## src/rtl/core/wf3_pkg.sv

```systemverilog
// Shared constants, types and codes of the 3x3 window filter.
`timescale 1ns / 1ps
package wf3_pkg;
    localparam int MAX_WIDTH = 1024;
    localparam int COL_W     = $clog2(MAX_WIDTH);
    localparam int WID_W     = 11;
    localparam int HGT_W     = 12;
    localparam int ROW_W     = HGT_W + 1;
    localparam int PIX_W     = 8;
    localparam int SUM_W     = 12;
    localparam int Q_DEPTH   = 4;
    localparam int Q_PTR_W   = $clog2(Q_DEPTH);
    localparam int Q_CNT_W   = Q_PTR_W + 1;
    localparam int CFG_IDX_W = 2;
    localparam int CFG_DAT_W = 12;

    // 65536 / 9 rounded up; exact floor for sums up to 9 * 255
    localparam logic [12:0] MEAN_RECIP = 13'd7282;

    // register indexes
    localparam logic [CFG_IDX_W-1:0] CFG_IDX_WIDTH  = 2'd0;
    localparam logic [CFG_IDX_W-1:0] CFG_IDX_HEIGHT = 2'd1;
    localparam logic [CFG_IDX_W-1:0] CFG_IDX_MODE   = 2'd2;

    // filter modes (bit 1 set selects median)
    localparam logic [1:0] MODE_SHARPEN = 2'd0;
    localparam logic [1:0] MODE_MEAN    = 2'd1;
    localparam logic [1:0] MODE_MEDIAN  = 2'd2;

    typedef logic [PIX_W-1:0] t_pixel;

    typedef struct packed {
        logic [WID_W-1:0] width;
        logic [HGT_W-1:0] height;
        logic [1:0]       mode;
    } t_cfg;

    typedef struct packed {
        t_pixel [8:0] win;
        logic         last;
    } t_job;
endpackage

```

## src/rtl/core/wf3_back.sv

```systemverilog
// Back end: two-stage filter pipeline (sharpen, mean, median) with output register.
`timescale 1ns / 1ps
module wf3_back (
    input  logic            i_clk,
    input  logic            i_rst_n,
    input  logic [1:0]      i_mode,
    input  logic            i_avail,
    input  wf3_pkg::t_job   i_job,
    output logic            o_pop,
    output logic            o_valid,
    input  logic            i_ready,
    output wf3_pkg::t_pixel o_pixel,
    output logic            o_last
);
    import wf3_pkg::*;

    logic               en;
    logic               r_a_valid, r_a_last;
    t_pixel [8:0]       r_a_win;
    logic [8:0][8:0]    r_a_lt, r_a_le;
    logic [SUM_W-1:0]   r_a_sum, sum;
    logic               r_out_valid, r_out_last;
    t_pixel             r_out_pixel, result, med;
    logic [3:0]         cnt_lt, cnt_le;
    logic [24:0]        mean_prod;
    logic [11:0]        cen10;
    logic signed [13:0] sharp;

    assign en    = !r_out_valid || i_ready;
    assign o_pop = en && i_avail;

    // stage A: pairwise compares and sum
    always_comb begin
        sum = '0;
        for (int i = 0; i < 9; i++) begin
            sum = sum + SUM_W'(i_job.win[i]);
        end
    end

    always_ff @(posedge i_clk) begin
        if (en) begin
            r_a_win  <= i_job.win;
            r_a_last <= i_job.last;
            r_a_sum  <= sum;
            for (int i = 0; i < 9; i++) begin
                for (int j = 0; j < 9; j++) begin
                    r_a_lt[i][j] <= i_job.win[j] < i_job.win[i];
                    r_a_le[i][j] <= i_job.win[j] <= i_job.win[i];
                end
            end
        end
    end

    // stage B: median pick by rank, mean by reciprocal, clamped sharpen
    always_comb begin
        med = r_a_win[0];
        for (int i = 8; i >= 0; i--) begin
            cnt_lt = 4'($countones(r_a_lt[i]));
            cnt_le = 4'($countones(r_a_le[i]));
            if (cnt_lt <= 4'd4 && cnt_le >= 4'd5) begin
                med = r_a_win[i];
            end
        end
    end

    assign mean_prod = 25'(r_a_sum) * 25'(MEAN_RECIP);
    assign cen10     = 12'(r_a_win[4]) * 12'd10;
    assign sharp     = $signed({2'b00, cen10}) - $signed({2'b00, r_a_sum});

    always_comb begin
        if (i_mode[1]) begin
            result = med;
        end else if (i_mode == MODE_MEAN) begin
            result = mean_prod[23:16];
        end else if (sharp < 14'sd0) begin
            result = '0;
        end else if (sharp > 14'sd255) begin
            result = 8'd255;
        end else begin
            result = sharp[7:0];
        end
    end

    always_ff @(posedge i_clk) begin
        if (!i_rst_n) begin
            r_a_valid   <= 1'b0;
            r_out_valid <= 1'b0;
        end else if (en) begin
            r_a_valid   <= i_avail;
            r_out_valid <= r_a_valid;
        end
    end

    always_ff @(posedge i_clk) begin
        if (en) begin
            r_out_pixel <= result;
            r_out_last  <= r_a_last;
        end
    end

    assign o_valid = r_out_valid;
    assign o_pixel = r_out_pixel;
    assign o_last  = r_out_last;
endmodule
```

## config.mk

```make
export PLATFORM = sky130hd
export DESIGN_NAME = wf3_back
export DESIGN_NICKNAME = d
export VERILOG_FILES = /design/src/rtl/core/wf3_pkg.sv /design/src/rtl/core/wf3_back.sv
export SDC_FILE = /design/constraint.sdc
export NUM_CORES = 1
export LEC_CHECK = 0
export BUFFER_PORTS_ARGS = -buffer_cell sky130_fd_sc_hd__buf_2
export CAP_MARGIN = 10
export CORE_ASPECT_RATIO = 2
export CORE_MARGIN = 3
export CORE_UTILIZATION = 50
export CTS_BUF_LIST = sky130_fd_sc_hd__clkbuf_2
export DETAILED_ROUTE_END_ITERATION = 8
export PLACE_DENSITY = 0.79
export SLEW_MARGIN = 25
export SYNTH_ARGS = -nofsm -noshare
export SYNTH_HDL_FRONTEND = slang
export SYNTH_SLANG_ARGS = --single-unit
```

## constraint.sdc

```tcl
create_clock -name i_clk -period 16.4 [get_ports i_clk]
set_input_delay 1.64 -clock i_clk [delete_from_list [all_inputs] [get_ports i_clk]]
set_output_delay 1.64 -clock i_clk [all_outputs]
set_load 0.1 [all_outputs]
```

==> results.md <==
* Status: completed
* Area grow syn2layout at 8.217%
* Post-route ant nets at 0
* Post-synth EDFFs at 238
* Cell count after placement at 2700
* Top cells by area, synth: edfxtp_1 32%, ha_1 25%, fa_1 14%
* Final setup viols at 0
* First-pass GRT wire length at between 100 and 150 mm
* Worst-path cell chain: fa_1 -> inv_1 -> ha_1 -> inv_1 -> fa_1 -> inv_1 -> fa_1 -> fa_1 -> nand2_1 -> a2111oi_1 -> or3_1 -> nand3_1 -> or2_1 -> a311oi_1 -> o21a_1 -> nor3_1
* CTS tree: yes
* # hold bufs at CTS at 0
* GPL Wtd Cong at 1.035
* Crit-path max FO at 11
* DRT Pass-1 Iters at 5
* Ys flop type: edfxtp_1
* IO buf count at 89
* Flops & latches, synth at 240
* Vias in the first global route at roughly 18000
* CP Launch Type: flop
* Filler instances at roughly 4000
* Setup_tns at 0 ps
* DRT Wirelength at roughly 83 mm
* H-tree Lvls at 2
* Part of the cycle the worst path needs at about a third
* Tmin final at 5763 ps
* Congestion Overflow GR at 0
* Clock Skew at between 90 and 100 ps
* GRT met3 Usage at around 5.0%
* CP delay by family, top: adder cells
* CTS Buffer Depth at 3
* Die height at just over 300 µm
* Non-filler cells, final at approximately 2800
* IO Pins at 90
* Resize count post-CTS at 0
* Final Instance Area at about 24000 µm²
* Worst Path Arrival at approximately 6500 ps
* Final hold violations at 0
* Synth Warn # at 0
* Routed vias/inst at around 6
* Slowest-stage cell, CP: or3_1
* Rel. slew slack at ~25%
* Routed len/inst at between 20 and 30 µm
* Hold Path Class: reg2reg
* Worst-margin pin slew at ~1100 ps
* M1 GR Usage at 32.28%
* Met2 usage at between 50% and 60%
* WS Path Type: reg2reg
* Synthesized area per cell at about 11 µm²
* Detailed Place HPWL at a little under 70 mm
* Max-cap violations at 0
* Clock root cell: clkbuf_2
* RSZ-0062 raised after global routing: false
* Register area share after synthesis at a little under a third
* Area leader, netlist: edfxtp_1
* Yosys cell types at 69
* Gr busiest metal: met2
* DP Area at between 20000 and 25000 µm²
* Synth Instances at a little over 2000
* Clock Pin Slew Worst Setup and Hold Paths at approximately 120 ps
* Crit path largest cell delay at 560 ps
* Layout cells sized above 1 at roughly 11%
* Yosys top cell area share at 31.82%
* Core box area at 44320 µm²
* Max-slew violations at 0
* # DRC at 0
* GRT Util Overall at between 30% and 40%
* Largest net degree at the start of global routing at 80
* Post-synth design cell area at 22460 µm²
* Inserted Clock Buffers at 56
* Synth async-reset ratio at 0%
* Req. time, crit path at approximately 17000 ps
* Total Die Area at about 48000 µm²
* Num Clock Sinks at 240
* Clock latency on the worst-skew pair at 1060 ps
* Post-CTS Setup Bufs at 0
* CP endpoint kind: flop
* Nets at a little under 3000
* Row cnt at roughly 110
* Die X at 155.9 µm
* Syn_nets at approximately 2700
* Starting Density at approximately half
* Fmax at about 0.17 GHz
* Worst Path Buf+Inv at 3
* DR vias at between 15000 and 20000
* DRT iter0 DRCs at about 1200
* Antenna violations before repair at 9
* CP most frequent cell: fa_1
==> synth_stat cells, types with 3 or more instances <==
cell type / count
a2111oi_0: 3
a211o_1: 7
a211oi_1: 43
a21boi_0: 4
a21o_1: 80
a21oi_1: 63
a221o_1: 4
a221oi_1: 10
a22oi_1: 5
clkbuf_1: 4
edfxtp_1: 238
fa_1: 158
ha_1: 446
inv_1: 383
mux2i_1: 8
nand2_1: 27
nand2b_1: 44
nand3_1: 4
nand4_1: 74
nor2_1: 103
nor2b_1: 58
nor3_1: 14
nor3b_1: 3
nor4_1: 3
o211ai_1: 5
o21a_1: 14
o21ai_0: 96
o21ai_1: 3
o21bai_1: 7
o221a_2: 4
o221ai_1: 5
o22ai_1: 8
o31ai_1: 4
or2_2: 36
xnor2_1: 29
xor2_1: 7
==> through the flow <==
stage,setup slack [ps],hold WS [ps],util (%)
finish,10640,433.4,54.84
floorplan,6122,400.3,-
CTS,10620,436.7,54.66
global route,10420,441.7,54.83
global placement,10450,406.6,53.51
detailed placement,10370,406.6,53.53
==> per-layer routing <==
metal | vias to the layer above | share of wire, %
met5 | - | 0.016
met3 | 391 | 4.7
met2 | 793 | 50
met4 | 2 | 15
met1 | 8315 | 30
li1 | 7594 | -
==> kinds of logic after synthesis <==
| family | after synthesis | share of synthesized area, % |
|---|---|---|
| AOI/OAI and AO/OA | 392 | 11.78 |
| xor gates and xnor gates | 37 | 1.476 |
| adders and majority gates | 604 | 38.93 |
| buffers and inverters | 390 | 6.540 |
| DFF | 240 | 32.00 |
| muxes | 9 | 0.4067 |
| and+or+nand+nor | 373 | 8.874 |
==> final timing paths <==
kind | start | to | slack (ps) | depth (start not counted)
worst max-delay path | r_a_le[45]$_DFFE_PN_ | o_pixel[4]$_DFFE_PN_ | 10640 | 16
worst min register to register | r_a_last$_DFFE_PN_ | o_last$_DFFE_PN_ | 430 | 0
worst min-delay path | r_a_last$_DFFE_PN_ | o_last$_DFFE_PN_ | 430 | 0
worst max register to register | r_a_le[45]$_DFFE_PN_ | o_pixel[4]$_DFFE_PN_ | 10640 | 16
==> final cells by class <==
cell class / count / area [µm²] / share of cell area, %
repair buffers: 107 / 593.1 / 2.440
inverters: 384 / 1441 / 5.930
clock inverters: 23 / 128.9 / 0.5302
multi-input cells: 1415 / 13870 / 57.08
clock buffers: 74 / 370.4 / 1.524
well taps: 555 / 694.4 / 2.857
diodes: 7 / 17.52 / 0.07207
flip-flops and latches: 240 / 7187 / 29.57
==> state kept, by name, indices dropped and copies added, names as in the netlist <==
register   cells
r_a_le        72
r_a_lt        72
r_a_win       72
r_a_sum       12
o_pixel        8
o_last         1
o_valid        1
r_a_last       1
r_a_valid      1
==> placed cells by master, fill, tap and decap left out, types with 33 or more instances in the layout <==
master,count
a211oi_1,33
a21o_1,80
a21oi_1,62
buf_2,89
clkbuf_2,74
edfxtp_1,238
fa_1,158
ha_1,446
inv_1,383
nand2b_1,43
nand4_1,74
nor2_1,103
nor2b_1,58
o21ai_0,95
or2_2,36
Power is not shown: default switching activity piles up to over one toggle a cycle in this logic, so the estimate is an artifact.
