===== config.mk =====
export PLATFORM = sky130hd
export DESIGN_NAME = wf3_fifo
export DESIGN_NICKNAME = d
export VERILOG_FILES = /design/src/rtl/core/wf3_pkg.sv /design/src/rtl/core/wf3_fifo.sv
export SDC_FILE = /design/constraint.sdc
export NUM_CORES = 1
export LEC_CHECK = 0
export BUFFER_PORTS_ARGS = -buffer_cell sky130_fd_sc_hd__buf_2
export CAP_MARGIN = 20
export CELL_PAD_IN_SITES_DETAIL_PLACEMENT = 1
export CELL_PAD_IN_SITES_GLOBAL_PLACEMENT = 1
export CORE_ASPECT_RATIO = 1.75
export CORE_UTILIZATION = 50
export DETAILED_ROUTE_END_ITERATION = 8
export GPL_ROUTABILITY_DRIVEN = 0
export PLACE_DENSITY = 0.78
export SLEW_MARGIN = 15
export SYNTH_ARGS = -nofsm -noshare
export SYNTH_HDL_FRONTEND = slang
export SYNTH_SLANG_ARGS = --single-unit

===== constraint.sdc =====
create_clock -name i_clk -period 3.7 [get_ports i_clk]
set_input_delay 0.74 -clock i_clk [delete_from_list [all_inputs] [get_ports i_clk]]
set_output_delay 0.74 -clock i_clk [all_outputs]
set_load 0.01 [all_outputs]

===== src/rtl/core/wf3_pkg.sv =====
// Shared constants, types and codes of the 3x3 window filter.
`timescale 1ns / 1ps
package wf3_pkg;
    localparam int MAX_WIDTH = 1024;
    localparam int COL_W     = $clog2(MAX_WIDTH);
    localparam int WID_W     = 11;
    localparam int HGT_W     = 12;
    localparam int ROW_W     = HGT_W + 1;
    localparam int PIX_W     = 8;
    localparam int SUM_W     = 12;
    localparam int Q_DEPTH   = 4;
    localparam int Q_PTR_W   = $clog2(Q_DEPTH);
    localparam int Q_CNT_W   = Q_PTR_W + 1;
    localparam int CFG_IDX_W = 2;
    localparam int CFG_DAT_W = 12;

    // 65536 / 9 rounded up; exact floor for sums up to 9 * 255
    localparam logic [12:0] MEAN_RECIP = 13'd7282;

    // register indexes
    localparam logic [CFG_IDX_W-1:0] CFG_IDX_WIDTH  = 2'd0;
    localparam logic [CFG_IDX_W-1:0] CFG_IDX_HEIGHT = 2'd1;
    localparam logic [CFG_IDX_W-1:0] CFG_IDX_MODE   = 2'd2;

    // filter modes (bit 1 set selects median)
    localparam logic [1:0] MODE_SHARPEN = 2'd0;
    localparam logic [1:0] MODE_MEAN    = 2'd1;
    localparam logic [1:0] MODE_MEDIAN  = 2'd2;

    typedef logic [PIX_W-1:0] t_pixel;

    typedef struct packed {
        logic [WID_W-1:0] width;
        logic [HGT_W-1:0] height;
        logic [1:0]       mode;
    } t_cfg;

    typedef struct packed {
        t_pixel [8:0] win;
        logic         last;
    } t_job;
endpackage


===== src/rtl/core/wf3_fifo.sv =====
// Short job queue between the front end and the filter back end.
`timescale 1ns / 1ps
module wf3_fifo (
    input  logic          i_clk,
    input  logic          i_rst_n,
    input  logic          i_push,
    input  wf3_pkg::t_job i_data,
    output logic          o_room,
    input  logic          i_pop,
    output logic          o_avail,
    output wf3_pkg::t_job o_data
);
    import wf3_pkg::*;

    t_job               r_buf [Q_DEPTH];
    logic [Q_PTR_W-1:0] r_wr, r_rd;
    logic [Q_CNT_W-1:0] r_cnt;

    assign o_room  = r_cnt != Q_CNT_W'(Q_DEPTH);
    assign o_avail = r_cnt != '0;
    assign o_data  = r_buf[r_rd];

    always_ff @(posedge i_clk) begin
        if (!i_rst_n) begin
            r_wr  <= '0;
            r_rd  <= '0;
            r_cnt <= '0;
        end else begin
            if (i_push) begin
                r_wr <= r_wr + Q_PTR_W'(1);
            end
            if (i_pop) begin
                r_rd <= r_rd + Q_PTR_W'(1);
            end
            r_cnt <= r_cnt + Q_CNT_W'(i_push) - Q_CNT_W'(i_pop);
        end
    end

    always_ff @(posedge i_clk) begin
        if (i_push) begin
            r_buf[r_wr] <= i_data;
        end
    end

    a_cnt_bound: assert property (@(posedge i_clk) disable iff (!i_rst_n)
        r_cnt <= Q_CNT_W'(Q_DEPTH))
        else $error("queue count out of range");
    a_no_overflow: assert property (@(posedge i_clk) disable iff (!i_rst_n)
        i_push |-> (o_room || i_pop))
        else $error("push into full queue");
    a_no_underflow: assert property (@(posedge i_clk) disable iff (!i_rst_n)
        i_pop |-> o_avail)
        else $error("pop from empty queue");
endmodule


==> metrics.md <==
| Metric | Value |
|---|---|
| DRT iter0 DRCs | `250` |
| Met2 GRT Util | `around a third` |
| Effective utilization at floorplan | `51.2%` |
| Setup crit start kind | `register` |
| Hold path cells | `1` |
| Area post-placement | `~12000 µm²` |
| Count of buffers inserted at the top-level ports | `151` |
| Sink Count | `between 300 and 400` |
| Hold-critical path endpoint | `r_buf[2][69]` |
| Via/cell ratio | `5.40` |
| Total wire length after detailed routing | `21500 µm` |
| Later-pin clock latency in the skew report | `520 ps` |
| Number of iterations in the first detailed-routing pass | `4` |
| Highest-utilization routing layer at the global route stage | `met2` |
| Maximum fanout count along the critical path | `21` |
| Portion of the clock cycle consumed by the worst path in the final layout | `80.3%` |
| Total leakage power | `4.36 nW` |
| Reg-to-reg critical path startpoint | `r_wr[0]` |
| Synth Area in XOR/XNOR | `0.362%` |
| CTS tree | `built` |
| Req. time, crit path | `2960 ps` |
| Mapped Area | `11000 µm²` |
| Hold_sp | `i_data[69]` |
| Number of failing hold endpoints at the final stage | `0` |
| Share of flip-flops with an asynchronous set or reset after synthesis | `0%` |
| Floorplan Core Area | `21600 µm²` |
| Final HPWL from detailed placement | `13400 µm` |
| Fraction of final layout cells sized beyond drive strength 1 | `44.5%` |
| Clock-pin transition on the worst setup and hold timing paths | `approximately 70 ps` |
| Max Cap Violations | `0` |
| Routed Antenna Nets | `0` |
| Post-Synth Adder-Cell Area | `0.861%` |
| Total negative slack | `0 ps` |
| Grt met1 use | `22.6%` |
| Clk Tree Root Cell | `sky130_fd_sc_hd__clkbuf_16` |
| Type of the worst min-delay path | `in -> reg` |
| Overall fraction of global-route tracks in use | `19.5%` |
| CTS H-tree depth | `1` |
| Slew margin rel. | `57.5%` |
| Horizontal extent of the die | `114 µm` |
| FF-to-FF setup slack | `1940 ps` |
| Type of the worst setup path | `reg -> out` |
| Library cells used by synthesis | `21` |
| Final non-filler cell area | `about 13000 µm²` |
| Syn Inst Count | `424` |
| Die Footprint | `around 23000 µm²` |
| Largest cells by area after synthesis | `sky130_fd_sc_hd__edfxtp_1 79%, sky130_fd_sc_hd__mux4_2 15%, sky130_fd_sc_hd__dfxtp_1 1.6%` |
| Unrepaired setup endpoints after global routing | `no` |
| Final global-route overflow total | `0` |
| Avg Synthesized Cell Area | `26.1 µm²` |
| Final min period | `2970 ps` |
| Average routed wire per standard cell | `23.7 µm` |
| CTS Hold Buffers Added | `0` |
| Largest net degree at the start of global routing | `74` |
| Count of instances resized after the clock tree is built | `0` |
| Critical Path AT | `2230 ps` |
| Power density over the cells | `approximately 570 nW/µm²` |
| Net count after synthesis | `508` |
| Net count reported at finish | `679` |
| Met3 Track Usage GR | `~3.9%` |
| Achievable Freq | `approximately 340 MHz` |
| Setup fix buffers added after clock tree synthesis | `0` |
| Global-route wire length before repair | `32200 µm` |
| Largest voltage drop on the vdd net | `419 µV` |
| Combinational family with the most area after synthesis | `multiplexers` |
| Setup skew after layout | `17.3 ps` |
| Final setup violation count | `0` |
| Cell count of the worst reg-to-reg path | `4` |
| Fillers | `1837` |
| Mux contribution to synthesized area | `15.0%` |
| Cts bufs inserted | `26` |
| Share of synthesized area occupied by flip-flops and latches | `between 80% and 90%` |
| Top flip-flop cell by instance count after synthesis | `sky130_fd_sc_hd__edfxtp_1` |
| Synthesized-area fraction occupied by and/or/nand/nor cells | `0.680%` |
| Number of flip-flops and latches in the synthesized netlist | `301` |
| Count of standard-cell rows | `71` |
| EDFF count, synth | `292` |
| Fraction of the mapped netlist area in compound gates | `0.136%` |
| Total via count after detailed routing | `4895` |
| Maximum buffer depth of the clock tree | `3` |
| I/O pin count | `152` |
| Number of antenna violations at the first check in global routing | `3` |
| Outcome | `completed` |
| Signed area change from the synthesized netlist to the final layout | `17.4%` |
| Kind of capture point of the worst setup path | `output port` |
| Reg2Reg Capture Point | `r_buf[0][6]` |
| Chip height | `199 µm` |
| Dominant cell type by area after synthesis | `sky130_fd_sc_hd__edfxtp_1` |
| Number of global-route vias before repair | `5515` |
| Slew of the pin with the lowest slew margin | `638 ps` |
| Syn. warnings | `0` |
| Share of the synthesized area in the top cell type | `between 70 and 80%` |
| Pins over their slew limit | `0` |
| Number of remaining DRC errors | `0` |
critical path: stages, from the launching register on:
cell                      delay [ps]
sky130_fd_sc_hd__dfxtp_4         610
sky130_fd_sc_hd__buf_4           380
sky130_fd_sc_hd__mux4_2          560
sky130_fd_sc_hd__buf_2           160
synth_stat cells (2+ instances only):
cell                       count
sky130_fd_sc_hd__and2_1        5
sky130_fd_sc_hd__buf_12        7
sky130_fd_sc_hd__buf_2         7
sky130_fd_sc_hd__dfxtp_1       9
sky130_fd_sc_hd__edfxtp_1    292
sky130_fd_sc_hd__ha_1          6
sky130_fd_sc_hd__inv_1         6
sky130_fd_sc_hd__mux4_2       72
sky130_fd_sc_hd__nor2_1        7
sky130_fd_sc_hd__xnor2_1       2
cells in the final DEF, fill, tap and decap left out, types with 4 or more instances in the layout:
| master | instances |
|---|---|
| sky130_fd_sc_hd__inv_1 | 6 |
| sky130_fd_sc_hd__buf_2 | 151 |
| sky130_fd_sc_hd__clkinv_1 | 5 |
| sky130_fd_sc_hd__ha_1 | 6 |
| sky130_fd_sc_hd__edfxtp_1 | 292 |
| sky130_fd_sc_hd__dfxtp_1 | 7 |
| sky130_fd_sc_hd__buf_12 | 5 |
| sky130_fd_sc_hd__nor2_1 | 7 |
| sky130_fd_sc_hd__mux4_2 | 72 |
| sky130_fd_sc_hd__and2_4 | 4 |
| sky130_fd_sc_hd__clkbuf_16 | 27 |
| sky130_fd_sc_hd__clkbuf_1 | 6 |
cell type report:
type                    count  area (µm²)  share of cell area, %
diodes                      2        5.00                 0.0386
clock buffers              35         726                   5.60
clock inverters            11         104                  0.801
inverters                   6        22.5                  0.174
multi-input cells         101        1890                   14.6
flip-flops and latches    301        8960                   69.1
well taps                 292         365                   2.82
repair buffers            159         898                   6.93
where the power goes:
part	switching, mW	total (mW)	leakage [nW]	internal (mW)
registers	0.0756	3.99	2.76	3.92
clock network	1.12	2.63	0.398	1.51
logic	0.366	0.711	1.20	0.345
through the flow:
| stage | total power, mW | setup slack, ps | cells | hold slack, ps | utilization, % |
|---|---|---|---|---|---|
| after global placement | 4.74 | 1220 | 857 | 499 | 56.0 |
| after global routing | 7.57 | 563 | 907 | 419 | 60.1 |
| after CTS | 7.41 | 644 | 903 | 410 | 59.8 |
| final | 7.34 | 729 | 907 | 433 | 60.1 |
| after floorplan | 4.50 | 814 | 424 | 499 | - |
| after detailed placement | 4.79 | 1190 | 857 | 544 | 56.0 |
logic make-up (layout without fill, tap and decap cells):
group,count (synthesis),count (layout)
and+or+nand+nor,15,15
AOI/OAI and AO/OA,2,2
muxes,74,74
buffers and inverters,22,211
DFF,301,301
other,0,2
xor gates and xnor gates,3,3
adders and majority gates,7,7
registers in the layout (all words and copies together), names as in the netlist, named ones only:
signal / cells
r_buf: 292
r_rd: 2
r_wr: 2
r_cnt: 3
layer usage:
| metal | vias to the layer above | part of all wire [%] |
|---|---|---|
| li1 | 2147 | - |
| met5 | - | 0.060 |
| met1 | 2555 | 37 |
| met4 | 2 | 3.4 |
| met2 | 150 | 54 |
| met3 | 41 | 5.0 |
how the worst max path moves through the flow:
stage | endpoint | cells past startpoint
final | o_data[61] | 3
after global routing | o_data[61] | 3
after CTS | o_data[61] | 3
after detailed placement | o_data[61] | 3
after global placement | o_data[68] | 3
after floorplan | r_buf[0][0] | 1
Power figures use the tool's default switching activity.
